==> src/sv/tap_pulse_rate_meter_top_defines.svh <==
// Assertion macros used by the datapath RTL of the pulse rate meter.
`ifndef TAP_PULSE_RATE_METER_TOP_DEFINES_SVH
`define TAP_PULSE_RATE_METER_TOP_DEFINES_SVH

`ifndef NO_ASSERTIONS

`define TPRM_ASSERT(lbl, prop, msg) \
    lbl: assert property (@(posedge i_clk) disable iff (!i_rst_n) prop) else $error(msg);

`define TPRM_ASSERT_NEXT(lbl, ante, cons, msg) \
    lbl: assert property (@(posedge i_clk) disable iff (!i_rst_n) (ante) |=> (cons)) \
        else $error(msg);

`else

`define TPRM_ASSERT(lbl, prop, msg)

`define TPRM_ASSERT_NEXT(lbl, ante, cons, msg)

`endif

`endif

==> src/sv/tprm_pkg.sv <==
package tprm_pkg;

    localparam int BEAT_DEPTH_DEF = 20;

    localparam int TIME_W    = 32;
    localparam int GAP_W     = 16;
    localparam int WIN_W     = 20;
    localparam int PERIOD_W  = 16;
    localparam int RATE_W    = 16;
    localparam int HELD_W    = 7;

    localparam int CFG_IDX_W  = 3;
    localparam int CFG_DATA_W = 20;

    localparam int IN_TDATA_W  = 40;
    localparam int OUT_TDATA_W = 32;

    // Tenths of a beat per minute for one interval of one millisecond.
    localparam int RATE_SCALE = 600000;

    localparam logic [RATE_W-1:0]   RATE_MAX         = 16'hFFFF;
    localparam logic [GAP_W-1:0]    MIN_GAP_RST      = 16'd300;
    localparam logic [WIN_W-1:0]    WINDOW_RST       = 20'd10000;
    localparam logic [PERIOD_W-1:0] PERIOD_RST       = 16'd1000;
    localparam logic [RATE_W-1:0]   RATE_FLOOR_RST   = 16'd300;
    localparam logic [RATE_W-1:0]   RATE_CEILING_RST = 16'd2000;

    typedef enum logic [CFG_IDX_W-1:0] {
        CFG_MIN_GAP      = 3'd0,
        CFG_WINDOW       = 3'd1,
        CFG_PERIOD       = 3'd2,
        CFG_RATE_FLOOR   = 3'd3,
        CFG_RATE_CEILING = 3'd4
    } t_cfg_idx;

    typedef struct packed {
        logic capture;
        logic decide;
        logic ev_read;
        logic ev_step;
        logic div_load;
        logic div_step;
        logic rate_store;
        logic publish;
    } t_cmd;

    typedef struct packed {
        logic beat;
        logic count_gt1;
        logic evict;
        logic div_last;
        logic out_free;
    } t_sts;

endpackage

==> src/sv/tap_pulse_rate_meter_top.sv <==
// Pulse rate meter driven by polls of a tap sensor.
//
// The slave stream carries one request per poll: the active-low sensor level
// and a wrapping millisecond time. Every accepted request yields exactly one
// result on the master stream: the held rate in tenths of a beat per minute,
// the beat, update and report flags, the range flag and the number of beats
// stored. Configuration is written through the plain write port while idle;
// the user must keep to this, as the block itself does not enforce it.
// A request that takes no beat goes from capture through the decide step to
// publishing. A beat that recomputes the rate reads the oldest stored beat and
// drops each one that falls out of the window, each check reading the beat
// memory once; it then runs the restoring divider over a numerator of NumW
// bits (24 bits at the default depth, one quotient bit per cycle), stores the
// rate and publishes it. One request is in flight at a time; the next is
// accepted as soon as the result sits in the output register. If the receiver
// stalls, the result is held and the block stops accepting once the next
// result is ready. Reset empties the beat ring, clears the rate and restores
// the default register values; the beat memory itself needs no clearing.
module tap_pulse_rate_meter_top #(
    parameter int BEAT_DEPTH = tprm_pkg::BEAT_DEPTH_DEF
) (
    input  logic                              i_clk,
    input  logic                              i_rst_n,
    input  logic                              i_s_tvalid,
    output logic                              o_s_tready,
    // [0] sensor_level, [32:1] now_ms, [39:33] zero.
    input  logic [tprm_pkg::IN_TDATA_W-1:0]   i_s_tdata,
    output logic                              o_m_tvalid,
    input  logic                              i_m_tready,
    // [15:0] rate_tenths, [16] beat_taken, [17] rate_updated, [18] report_tick,
    // [19] rate_in_range, [26:20] beats_held, [31:27] zero.
    output logic [tprm_pkg::OUT_TDATA_W-1:0]  o_m_tdata,
    input  logic                              i_cfg_wr_en,
    input  logic [tprm_pkg::CFG_IDX_W-1:0]    i_cfg_idx,
    input  logic [tprm_pkg::CFG_DATA_W-1:0]   i_cfg_wdata
);

    tprm_pkg::t_cmd cmd;
    tprm_pkg::t_sts sts;

    tprm_ctrl u_ctrl (
        .i_clk      (i_clk),
        .i_rst_n    (i_rst_n),
        .i_in_valid (i_s_tvalid),
        .o_in_ready (o_s_tready),
        .i_sts      (sts),
        .o_cmd      (cmd)
    );

    tprm_dp #(
        .BEAT_DEPTH (BEAT_DEPTH)
    ) u_dp (
        .i_clk       (i_clk),
        .i_rst_n     (i_rst_n),
        .i_in_data   (i_s_tdata),
        .i_cfg_wr_en (i_cfg_wr_en),
        .i_cfg_idx   (i_cfg_idx),
        .i_cfg_wdata (i_cfg_wdata),
        .i_out_ready (i_m_tready),
        .o_out_valid (o_m_tvalid),
        .o_out_data  (o_m_tdata),
        .i_cmd       (cmd),
        .o_sts       (sts)
    );

endmodule

==> src/sv/tprm_ram.sv <==
module tprm_ram #(
    parameter int WIDTH = 32,
    parameter int DEPTH = 20
) (
    input  logic                     i_clk,
    input  logic                     i_wr_en,
    input  logic [$clog2(DEPTH)-1:0] i_wr_addr,
    input  logic [WIDTH-1:0]         i_wr_data,
    input  logic                     i_rd_en,
    input  logic [$clog2(DEPTH)-1:0] i_rd_addr,
    output logic [WIDTH-1:0]         o_rd_data
);

    logic [WIDTH-1:0] r_mem [DEPTH];
    logic [WIDTH-1:0] r_rd_data;

    always_ff @(posedge i_clk) begin
        if (i_wr_en) begin
            r_mem[i_wr_addr] <= i_wr_data;
        end
        if (i_rd_en) begin
            r_rd_data <= r_mem[i_rd_addr];
        end
    end

    assign o_rd_data = r_rd_data;

endmodule

==> src/sv/tprm_ctrl.sv <==
module tprm_ctrl (
    input  logic            i_clk,
    input  logic            i_rst_n,
    input  logic            i_in_valid,
    output logic            o_in_ready,
    input  tprm_pkg::t_sts  i_sts,
    output tprm_pkg::t_cmd  o_cmd
);

    typedef enum logic [2:0] {
        S_IDLE,
        S_DECIDE,
        S_EV_RD,
        S_EV_CHK,
        S_DIV,
        S_STORE,
        S_PUB
    } t_state;

    t_state         r_state;
    t_state         n_state;
    tprm_pkg::t_cmd cmd;

    always_comb begin
        cmd     = '0;
        n_state = r_state;
        case (r_state)
            S_IDLE: begin
                if (i_in_valid) begin
                    cmd.capture = 1'b1;
                    n_state     = S_DECIDE;
                end
            end
            S_DECIDE: begin
                cmd.decide = 1'b1;
                n_state    = i_sts.beat ? S_EV_RD : S_PUB;
            end
            S_EV_RD: begin
                if (i_sts.count_gt1) begin
                    cmd.ev_read = 1'b1;
                    n_state     = S_EV_CHK;
                end else begin
                    n_state = S_PUB;
                end
            end
            S_EV_CHK: begin
                if (i_sts.evict) begin
                    cmd.ev_step = 1'b1;
                    n_state     = S_EV_RD;
                end else begin
                    cmd.div_load = 1'b1;
                    n_state      = S_DIV;
                end
            end
            S_DIV: begin
                cmd.div_step = 1'b1;
                if (i_sts.div_last) begin
                    n_state = S_STORE;
                end
            end
            S_STORE: begin
                cmd.rate_store = 1'b1;
                n_state        = S_PUB;
            end
            S_PUB: begin
                if (i_sts.out_free) begin
                    cmd.publish = 1'b1;
                    n_state     = S_IDLE;
                end
            end
            default: begin
                n_state = S_IDLE;
            end
        endcase
    end

    always_ff @(posedge i_clk) begin
        if (!i_rst_n) begin
            r_state <= S_IDLE;
        end else begin
            r_state <= n_state;
        end
    end

    assign o_in_ready = (r_state == S_IDLE);
    assign o_cmd      = cmd;

endmodule

==> src/sv/tprm_dp.sv <==
`include "tap_pulse_rate_meter_top_defines.svh"

module tprm_dp #(
    parameter int BEAT_DEPTH = tprm_pkg::BEAT_DEPTH_DEF
) (
    input  logic                              i_clk,
    input  logic                              i_rst_n,
    input  logic [tprm_pkg::IN_TDATA_W-1:0]   i_in_data,
    input  logic                              i_cfg_wr_en,
    input  logic [tprm_pkg::CFG_IDX_W-1:0]    i_cfg_idx,
    input  logic [tprm_pkg::CFG_DATA_W-1:0]   i_cfg_wdata,
    input  logic                              i_out_ready,
    output logic                              o_out_valid,
    output logic [tprm_pkg::OUT_TDATA_W-1:0]  o_out_data,
    input  tprm_pkg::t_cmd                    i_cmd,
    output tprm_pkg::t_sts                    o_sts
);

    localparam int AddrW   = $clog2(BEAT_DEPTH);
    localparam int CntW    = $clog2(BEAT_DEPTH + 1);
    localparam int SumW    = AddrW + 2;
    localparam int NumW    = $clog2(tprm_pkg::RATE_SCALE * (BEAT_DEPTH - 1) + 1);
    localparam int DivCntW = $clog2(NumW);
    localparam int TimeW   = tprm_pkg::TIME_W;
    localparam int RateW   = tprm_pkg::RATE_W;
    localparam int HeldW   = tprm_pkg::HELD_W;

    logic [tprm_pkg::GAP_W-1:0]    r_min_gap;
    logic [tprm_pkg::WIN_W-1:0]    r_window;
    logic [tprm_pkg::PERIOD_W-1:0] r_period;
    logic [RateW-1:0]              r_floor;
    logic [RateW-1:0]              r_ceiling;

    logic [CntW-1:0]    r_count;
    logic [AddrW-1:0]   r_oldest;
    logic [TimeW-1:0]   r_last_beat;
    logic [TimeW-1:0]   r_last_report;
    logic               r_armed;
    logic [RateW-1:0]   r_rate;

    logic               r_level;
    logic [TimeW-1:0]   r_now;
    logic               r_taken;
    logic               r_updated;
    logic               r_tick;

    logic [NumW-1:0]    r_num;
    logic [TimeW-1:0]   r_span;
    logic [TimeW-1:0]   r_rem;
    logic [DivCntW-1:0] r_div_cnt;

    logic                              r_out_valid;
    logic [tprm_pkg::OUT_TDATA_W-1:0]  r_out_data;

    logic               tap_edge;
    logic               gap_ok;
    logic               tick_due;
    logic               ring_full;
    logic [SumW-1:0]    tail_sum;
    logic [SumW-1:0]    next_sum;
    logic [AddrW-1:0]   tail_slot;
    logic [AddrW-1:0]   next_slot;
    logic               ram_wr_en;
    logic [AddrW-1:0]   ram_wr_addr;
    logic [TimeW-1:0]   ram_rd_data;
    logic [TimeW:0]     rem_sh;
    logic               div_ge;
    logic               in_range;

    tprm_ram #(
        .WIDTH (TimeW),
        .DEPTH (BEAT_DEPTH)
    ) u_beat_ram (
        .i_clk     (i_clk),
        .i_wr_en   (ram_wr_en),
        .i_wr_addr (ram_wr_addr),
        .i_wr_data (r_now),
        .i_rd_en   (i_cmd.ev_read),
        .i_rd_addr (r_oldest),
        .o_rd_data (ram_rd_data)
    );

    always_comb begin
        tap_edge  = !r_level && !r_armed;
        gap_ok    = (r_now - r_last_beat) >= TimeW'(r_min_gap);
        tick_due  = (r_now - r_last_report) > TimeW'(r_period);
        ring_full = (r_count == CntW'(BEAT_DEPTH));

        tail_sum  = SumW'(r_oldest) + SumW'(r_count);
        if (tail_sum >= SumW'(BEAT_DEPTH)) begin
            tail_sum = tail_sum - SumW'(BEAT_DEPTH);
        end
        tail_slot = tail_sum[AddrW-1:0];

        next_sum  = SumW'(r_oldest) + SumW'(1);
        if (next_sum >= SumW'(BEAT_DEPTH)) begin
            next_sum = next_sum - SumW'(BEAT_DEPTH);
        end
        next_slot = next_sum[AddrW-1:0];

        ram_wr_en   = i_cmd.decide && tap_edge && gap_ok;
        ram_wr_addr = ring_full ? r_oldest : tail_slot;

        rem_sh = {r_rem, r_num[NumW-1]};
        div_ge = rem_sh >= {1'b0, r_span};

        in_range = (r_rate > r_floor) && (r_rate < r_ceiling);

        o_sts.beat      = tap_edge && gap_ok;
        o_sts.count_gt1 = r_count > CntW'(1);
        o_sts.evict     = (r_now - ram_rd_data) > TimeW'(r_window);
        o_sts.div_last  = (r_div_cnt == DivCntW'(NumW - 1));
        o_sts.out_free  = !r_out_valid || i_out_ready;
    end

    always_ff @(posedge i_clk) begin
        if (!i_rst_n) begin
            r_min_gap     <= tprm_pkg::MIN_GAP_RST;
            r_window      <= tprm_pkg::WINDOW_RST;
            r_period      <= tprm_pkg::PERIOD_RST;
            r_floor       <= tprm_pkg::RATE_FLOOR_RST;
            r_ceiling     <= tprm_pkg::RATE_CEILING_RST;
            r_count       <= '0;
            r_oldest      <= '0;
            r_last_beat   <= '0;
            r_last_report <= '0;
            r_armed       <= 1'b0;
            r_rate        <= '0;
            r_out_valid   <= 1'b0;
        end else begin
            if (i_cfg_wr_en) begin
                case (i_cfg_idx)
                    tprm_pkg::CFG_MIN_GAP:      r_min_gap <= i_cfg_wdata[tprm_pkg::GAP_W-1:0];
                    tprm_pkg::CFG_WINDOW:       r_window  <= i_cfg_wdata[tprm_pkg::WIN_W-1:0];
                    tprm_pkg::CFG_PERIOD:       r_period  <= i_cfg_wdata[tprm_pkg::PERIOD_W-1:0];
                    tprm_pkg::CFG_RATE_FLOOR:   r_floor   <= i_cfg_wdata[RateW-1:0];
                    tprm_pkg::CFG_RATE_CEILING: r_ceiling <= i_cfg_wdata[RateW-1:0];
                    default: begin
                    end
                endcase
            end

            if (i_cmd.decide) begin
                if (tap_edge) begin
                    r_armed <= 1'b1;
                end
                if (r_level) begin
                    r_armed <= 1'b0;
                end
                if (tick_due) begin
                    r_last_report <= r_now;
                end
                if (tap_edge && gap_ok) begin
                    r_last_beat <= r_now;
                    if (ring_full) begin
                        r_oldest <= next_slot;
                    end else begin
                        r_count <= r_count + CntW'(1);
                    end
                end
            end

            if (i_cmd.ev_step) begin
                r_oldest <= next_slot;
                r_count  <= r_count - CntW'(1);
            end

            if (i_cmd.rate_store) begin
                if (r_span == '0 || r_num > NumW'(tprm_pkg::RATE_MAX)) begin
                    r_rate <= tprm_pkg::RATE_MAX;
                end else begin
                    r_rate <= r_num[RateW-1:0];
                end
            end

            if (i_cmd.publish) begin
                r_out_valid <= 1'b1;
            end else if (i_out_ready) begin
                r_out_valid <= 1'b0;
            end
        end
    end

    always_ff @(posedge i_clk) begin
        if (i_cmd.capture) begin
            r_level   <= i_in_data[0];
            r_now     <= i_in_data[TimeW:1];
            r_taken   <= 1'b0;
            r_updated <= 1'b0;
            r_tick    <= 1'b0;
        end
        if (i_cmd.decide) begin
            r_taken <= tap_edge && gap_ok;
            r_tick  <= tick_due;
        end
        if (i_cmd.div_load) begin
            r_num     <= NumW'(tprm_pkg::RATE_SCALE) * NumW'(r_count - CntW'(1));
            r_span    <= r_now - ram_rd_data;
            r_rem     <= '0;
            r_div_cnt <= '0;
        end
        if (i_cmd.div_step) begin
            r_rem     <= div_ge ? TimeW'(rem_sh - {1'b0, r_span}) : rem_sh[TimeW-1:0];
            r_num     <= {r_num[NumW-2:0], div_ge};
            r_div_cnt <= r_div_cnt + DivCntW'(1);
        end
        if (i_cmd.rate_store) begin
            r_updated <= 1'b1;
        end
        if (i_cmd.publish) begin
            r_out_data <= {5'b0, HeldW'(r_count), in_range, r_tick, r_updated, r_taken,
                           r_rate};
        end
    end

    assign o_out_valid = r_out_valid;
    assign o_out_data  = r_out_data;

    `TPRM_ASSERT(a_count_bound, r_count <= CntW'(BEAT_DEPTH), "beat count above ring depth")
    `TPRM_ASSERT(a_oldest_bound, r_oldest < AddrW'(BEAT_DEPTH), "oldest slot outside ring")
    `TPRM_ASSERT(a_evict_keeps_one, i_cmd.ev_step |-> r_count > CntW'(1),
                 "eviction would drop the last beat")
    `TPRM_ASSERT(a_update_needs_beat, r_out_valid && r_out_data[17] |-> r_out_data[16],
                 "rate update published without a beat")
    `TPRM_ASSERT_NEXT(a_beat_holds_count, i_cmd.decide && tap_edge && gap_ok,
                      r_count != '0, "beat taken but ring empty")

endmodule

==> config.mk <==
export PLATFORM = sky130hd
export DESIGN_NAME = tap_pulse_rate_meter_top
export DESIGN_NICKNAME = d
export VERILOG_FILES = /design/src/sv/tprm_pkg.sv /design/src/sv/tap_pulse_rate_meter_top.sv /design/src/sv/tprm_ram.sv /design/src/sv/tprm_ctrl.sv /design/src/sv/tprm_dp.sv
export VERILOG_INCLUDE_DIRS = /design/src /design/src/sv
export SDC_FILE = /design/constraint.sdc
export NUM_CORES = 2
export LEC_CHECK = 0
export BUFFER_PORTS_ARGS = -buffer_cell sky130_fd_sc_hd__clkbuf_2
export CAP_MARGIN = 25
export CORE_UTILIZATION = 59
export CTS_BUF_LIST = sky130_fd_sc_hd__clkbuf_2
export CTS_CLUSTER_DIAMETER = 60
export DETAILED_ROUTE_END_ITERATION = 8
export PLACE_DENSITY_LB_ADDON = 0.3
export SETUP_SLACK_MARGIN = 0.5
export SYNTH_ARGS = -nofsm -noshare
export SYNTH_HDL_FRONTEND = slang
export SYNTH_SLANG_ARGS = --single-unit
==> constraint.sdc <==
create_clock -name i_clk -period 7.6 [get_ports i_clk]
set_input_delay 1.52 -clock i_clk [delete_from_list [all_inputs] [get_ports i_clk]]
set_output_delay 1.52 -clock i_clk [all_outputs]
set_load 0.05 [all_outputs]
# ---- After elaboration in Yosys (flattened, before gate mapping)
# Memory sizes are Yosys's and may differ from the RTL's. A register that Yosys moved wholly into a read port is not among the register bits.
# Cells that the tools add are included.
dict set report word_totals {
  regBits 333
  mem_bits_rw 640
  in_bits 68
  output_inout_bits 34
  n_memories 1
}
# name words width read_ports rd_clocked_by_memory_dff wr line
set mem_list {}
lappend mem_list {u_dp.u_beat_ram.r_mem 20 32 1 1 1 tprm_ram.sv:14} ;# logic [WIDTH-1:0] r_mem [DEPTH];
dict set report op_classes {
  n_addsub 12
  n_mul 1
  order_cmp 10
  eq_ne 16
  n_mux 47
  n_reduce_logical 31
}
# operator n
set op_table {}
lappend op_table {{subtractor 32 bit} 4}
lappend op_table {{2-to-1 mux 32 bit} 3}
lappend op_table {{2-to-1 mux 5 bit} 13}
lappend op_table {{2-to-1 mux 24 bit} 2}
lappend op_table {{greater-or-equal comparator 33 x 32 -> 1 bit} 1}
lappend op_table {{greater-or-equal comparator 32 x 16 -> 1 bit} 1}
lappend op_table {{> comparator 32 x 16 -> 1 bit} 1}
lappend op_table {{> comparator 32 x 20 -> 1 bit} 1}
lappend op_table {{logical NOT 32 bit} 1}
lappend op_table {{> comparator 24 x 16 -> 1 bit, second input constant} 1}
lappend op_table {{multiplier 14 x 24 -> 18 bit, first input constant} 1}
lappend op_table {{case mux 3 bit (7 select lines)} 1}
lappend op_table {{2-to-1 mux 1 bit} 20}
lappend op_table {{2-to-1 mux 3 bit} 6}
lappend op_table {{> comparator 16 bit} 1}
lappend op_table {{less-than comparator 16 bit} 1}
lappend op_table {{2-to-1 mux 16 bit} 1}
lappend op_table {{AND reduction 2 bit} 8}
lappend op_table {{nonzero test 2 bit} 7}
lappend op_table {{equality test 3 x 2 -> 1 bit, second input constant} 4}
lappend op_table {{equality test 3 bit, second input constant} 4}
lappend op_table {{greater-or-equal comparator 6 x 5 -> 1 bit, second input constant} 2}
lappend op_table {{adder 5 x 1 -> 5 bit, second input constant} 2}
lappend op_table {{equality test 5 bit, second input constant} 2}
lappend op_table {{14 further kinds} 29}

# ---- Logic depth before layout (Yosys ltp)
dict set report depth {
  ltp_word 7
  ltp_mapped 29
  mapped_depth_nobuf 27
}

# ---- Cells and area by module
# A second synthesis with hierarchy kept.
dict set report unflattened {
  cells_unflattened 4183
  hier_area_um2 50298.2
}
# module n_inst cells_each area_per_inst_um2 seq_area_each_um2
set by_module_without_submodules {}
lappend by_module_without_submodules {tprm_ram 1 1362 25779.7 20179.4}
lappend by_module_without_submodules {tprm_dp 1 2786 24248.3 8137.8}
lappend by_module_without_submodules {tprm_ctrl 1 35 270.3 60.1}

# ---- Worst setup path after synthesis
# No wires, ideal clock.
dict set report synth_timing {
  kind {reg2reg}
  startpoint {reg u_dp.r_now[1]}
  endpoint {mem u_dp.u_beat_ram.r_mem[13][0], enable pin}
  setup_time_ns 0.501
  arrival_time_ns 7.545
  path_slack_ns -0.446
  path_stages_with_launch 22
  n_path_buf 1
  synth_period_minus_slack_ns 8.046
  path_cell_list {edfxtp_1 > ha_1 > nor2b_1 > o31a_1 > o21a_1 > o31a_1 > a21o_1 > a21oi_1 > xnor2_1 > ha_1 > and3_1 > o31ai_1 > or4_1 > a31oi_1 > nor4_1 > o211ai_1 > a2111oi_0 > nand4_1 > o31a_1 > nand2_1 > clkbuf_1 > nor4_1}
}
dict set report synth_between {
  elab_chain_len 5
}
# element line
set synth_lines {}
lappend synth_lines {{start, declared} tprm_dp.sv:42} ;# logic [TimeW-1:0] r_now;
lappend synth_lines {{start signal, assigned} tprm_dp.sv:187} ;# r_now <= i_in_data[TimeW:1];
lappend synth_lines {{subtractor 32 bit} tprm_dp.sv:85} ;# gap_ok = (r_now - r_last_beat) >= TimeW'(r_min_gap);
lappend synth_lines {{greater-or-equal comparator 32 x 16 -> 1 bit} tprm_dp.sv:85}
lappend synth_lines {{logical AND 1 bit} tprm_dp.sv:101} ;# ram_wr_en = i_cmd.decide && tap_edge && gap_ok;
lappend synth_lines {{2-to-1 mux 1 bit} tprm_ram.sv:18} ;# if (i_wr_en) begin
lappend synth_lines {{2-to-1 mux 1 bit (implied by the code)} tprm_ram.sv:19} ;# r_mem[i_wr_addr] <= i_wr_data;
lappend synth_lines {{end, declared} tprm_ram.sv:14}
# No other way between the ends.

# ---- Worst setup path in the final report
dict set report layout_timing {
  startpoint {reg u_dp.r_now[0]}
  endpoint {mem u_dp.u_beat_ram.r_mem[0][24], enable pin}
}
# The elaborated chain is that of the path after synthesis.

==> impl_results.md <==
* Run status: finished clean
* Post-synthesis compound-gate area fraction at 0.0960
* Gate count of the mapped netlist at roughly 3700
* Wire length per cell at around 23 µm
* Residual antenna-violating net count after detailed routing at 0
* Sequential share of the synthesized area at 0.577
* Number of DRC markers after the initial detailed-route iteration at between 2000 and 3000
* CP Data Arrival Time at slightly below 8 ns
* Number of vias per cell after detailed routing at around 6
* Number of enable flip-flop cells after synthesis at around 830
* Highest net fanout along the worst path at 20
* Mux contribution to synthesized area at 0.105
* Class of the tightest hold or removal check: input pin to flip-flop
* Floorplan die width at 291 µm
* Min Tclk post-route at about 6.7 ns
* Cell row count at 105
* Adder-cell area share of the yosys netlist at 0.0796
* Number of I/O port buffers at 87
* Clock input transition at the sequential cells of the worst setup and hold paths at between 0.1 and 0.15 ns
* Via total after detailed routing at 32219
* Initial Utilization at 0.598
* Number of buffers created by CTS at between 200 and 250
* Number of storage elements in the synthesis netlist at between 1000 and 1500
* Core region area at between 0.08 and 0.09 mm²
* Static leakage at 19.8 nW
* Setup repair after global routing missed its margin: false
* H-tree levels at 4
* Max-cap violations at 0
* Parity-gate share of the synthesized area counting xor and xnor cells at 0.0270
* Setup violation total in the final timing report at 0
* Number of clock sinks at roughly 1000
* Total congestion overflow after global routing at 0
* Routability congestion estimate at ~0.92
* Die Footprint at about 0.085 mm²
* Cell chosen for the clock root: sky130_fd_sc_hd__clkbuf_2
* Initial antenna violation count at 1
* Simple-gate share of the synthesized area at 0.0794
* Actual slew at the worst max-slew pin at 1.03 ns
* Endpoint class of the critical path: flip-flop
* Routed wire length at 119 mm
* Final Net Count at around 4400
* Remaining DRCs at 0
* Worst Path Required at between 8 and 9 ns
* Setup crit start kind: flip-flop
* Most common library cell in the layout ignoring fill and taps: sky130_fd_sc_hd__edfxtp_1
* CTS tree: yes
* Yosys synthesis warning count at 0
* Final Max Tran Viols at 0
* Final HPWL from detailed placement at 73.5 mm
* Hold Violations, Final at 0
* Setup Skew at between 0.15 and 0.2 ns
* Clk Latency, worst-skew pair at ~1.7 ns
* Non-filler cells in the finished layout at 5287
* Post-synthesis async set-or-reset flop share at 0
* Pin count of the biggest net entering global routing at 93
* Overall die height at 291 µm
* Wire length of the first global-routing pass at roughly 180 mm
* Total standard cell area after synthesis at 0.0492 mm²
* Maximum clock path buffer count at 3
* Final Cycle Share at 0.876
* Flip-flop cell with the highest count after synthesis: sky130_fd_sc_hd__edfxtp_1
* Max Freq at about 0.15 GHz
* Mean post-synth cell area at approximately 13 µm²
* Power per cell area at approximately 420 mW/mm²
* Synth-to-Final Area Change at 9.65%
* Critical path class: flip-flop to flip-flop
* Unique masters post-synth at a little under 90
* Largest family of logic cells by synthesized area: multiplexers
* Number of top-level pins at 102
* Vias in the first global route at 31100
* Post-Route Hold Slack at between 0.15 and 0.2 ns
* Slew margin rel. at 0.313
* Post-placement cell count at 4804
* Highest-count cells in the layout ignoring fill and taps: 825 x sky130_fd_sc_hd__edfxtp_1, 426 x sky130_fd_sc_hd__clkbuf_2, 297 x sky130_fd_sc_hd__inv_1
* Number of detailed-route iterations in the first pass at 6
* Total GRT Usage at 0.282
* Layout cell share with drive strength beyond 1 at 0.202
* Maximum VDD drop at ~1.3 mV
[Yosys cell counts, drive strengths merged, types with 79 or more instances]
| cell type | instances | area [µm²] |
|---|---|---|
| a21o | 79 | 593 |
| a21oi | 212 | 1060 |
| clkbuf | 128 | 480 |
| dfxtp | 180 | 3600 |
| edfxtp | 825 | 24800 |
| ha | 273 | 3420 |
| inv | 299 | 1120 |
| mux4 | 192 | 4320 |
| nand2 | 276 | 1040 |
| nand3 | 94 | 470 |
| nor2 | 190 | 716 |
| o21ai | 103 | 515 |
| xnor2 | 95 | 832 |
[report_power, final]
part / internal, mW / total [mW] / switching, mW
combinational: 5.30 / 11.7 / 6.44
sequential: 6.94 / 7.16 / 0.218
clock: 1.40 / 3.64 / 2.24
[cells by family after synthesis]
kind of cell,Yosys count
flip-flops,1005
XOR/XNOR,152
AND/OR/NAND/NOR,827
buffers and inverters,464
multiplexers,273
other,1
adder cells (fa/ha/maj),298
AO/OA/AOI/OAI,707
[per-stage QoR]
step	TNS [ns]	power, mW	setup slack (ns)	utilization	cell area [µm²]
global route	0	24.5	0.510	0.655	54000
finish	0	22.5	0.940	0.655	54000
detailed placement	0	18.9	1.04	0.622	51300
floorplan	-42.55	16.6	-0.443	-	49200
CTS	0	22.6	0.919	0.654	53800
global placement	0	18.7	1.12	0.622	51200
[repair_timing]
action | CTS | global route
buffers inserted | 0 | 0
hold buffers | 26 | 0
hold endpoints to repair | 26 | 0
resized for setup | 0 | 2
setup endpoints to repair | 0 | 43
[critical path, cell delays in order (launching register included)]
cell                        delay (ns)
sky130_fd_sc_hd__edfxtp_1         0.49
sky130_fd_sc_hd__inv_1            0.23
sky130_fd_sc_hd__ha_1             0.21
sky130_fd_sc_hd__nor2b_1          0.06
sky130_fd_sc_hd__o31a_1           0.26
sky130_fd_sc_hd__o21a_1           0.19
sky130_fd_sc_hd__o31a_1           0.43
sky130_fd_sc_hd__a21o_1           0.23
sky130_fd_sc_hd__a21oi_1          0.17
sky130_fd_sc_hd__xnor2_1          0.11
sky130_fd_sc_hd__ha_1             0.29
sky130_fd_sc_hd__and3_1           0.21
sky130_fd_sc_hd__o31ai_1          0.08
sky130_fd_sc_hd__or4_1            0.45
sky130_fd_sc_hd__a31oi_1          0.42
sky130_fd_sc_hd__nor4_1           0.10
sky130_fd_sc_hd__o211ai_1         0.13
sky130_fd_sc_hd__a2111oi_0        0.10
sky130_fd_sc_hd__nand4_1          0.17
sky130_fd_sc_hd__o31a_1           0.52
sky130_fd_sc_hd__nand2_4          0.28
sky130_fd_sc_hd__nor2_1           0.22
sky130_fd_sc_hd__and2_2           0.59
sky130_fd_sc_hd__buf_12           0.28
[flip-flops by register name (all words and copies together) (netlist names), 3 cells and up]
register and flops:
u_dp.r_last_report 32, u_ctrl.r_state 3, u_dp.r_min_gap 16, u_dp.r_oldest 5
u_dp.u_beat_ram.r_mem 640, u_dp.r_span 32, u_dp.r_last_beat 32, u_dp.r_now 32
u_dp.r_floor 16, u_dp.r_window 20, u_dp.r_rem 32, u_dp.r_num 24
u_dp.r_ceiling 16, u_dp.u_beat_ram.o_rd_data 32, u_dp.r_rate 16, u_dp.r_div_cnt 5
u_dp.r_count 5, u_dp.r_period 16, u_dp.o_out_data 25
[layer usage]
metal,vias to the layer above,global-route usage,wire [µm]
li1,14777,-,-
met1,15783,0.381,49000
met2,1417,0.455,57100
met3,242,0.0528,9250
met4,0,0.109,3710
met5,-,0,0
[final cells by class]
class,count,area [µm²]
antenna,5,12.5
clock buffer,340,1700
clock inverter,108,614
fill,6018,28400
inverter,300,1130
multi-input combinational,2264,19200
sequential,1005,28400
tap,1070,1340
timing repair buffer,195,1570
[final timing paths]
kind / start / endpoint / slack [ns] / cells past startpoint
max: u_dp.r_now[0]$_DFFE_PP_ / u_dp.u_beat_ram.r_mem[0][24]$_DFFE_PP_ / 0.94 / 23
min reg2reg: u_dp.r_updated$_SDFFE_PP1P_ / u_dp.o_out_data[17]$_DFFE_PP_ / 0.45 / 0
max reg2reg: u_dp.r_now[0]$_DFFE_PP_ / u_dp.u_beat_ram.r_mem[0][24]$_DFFE_PP_ / 0.94 / 23
min: i_s_tdata[2] / u_dp.r_now[1]$_DFFE_PP_ / 0.15 / 1
(Power assumes the default switching activity.)
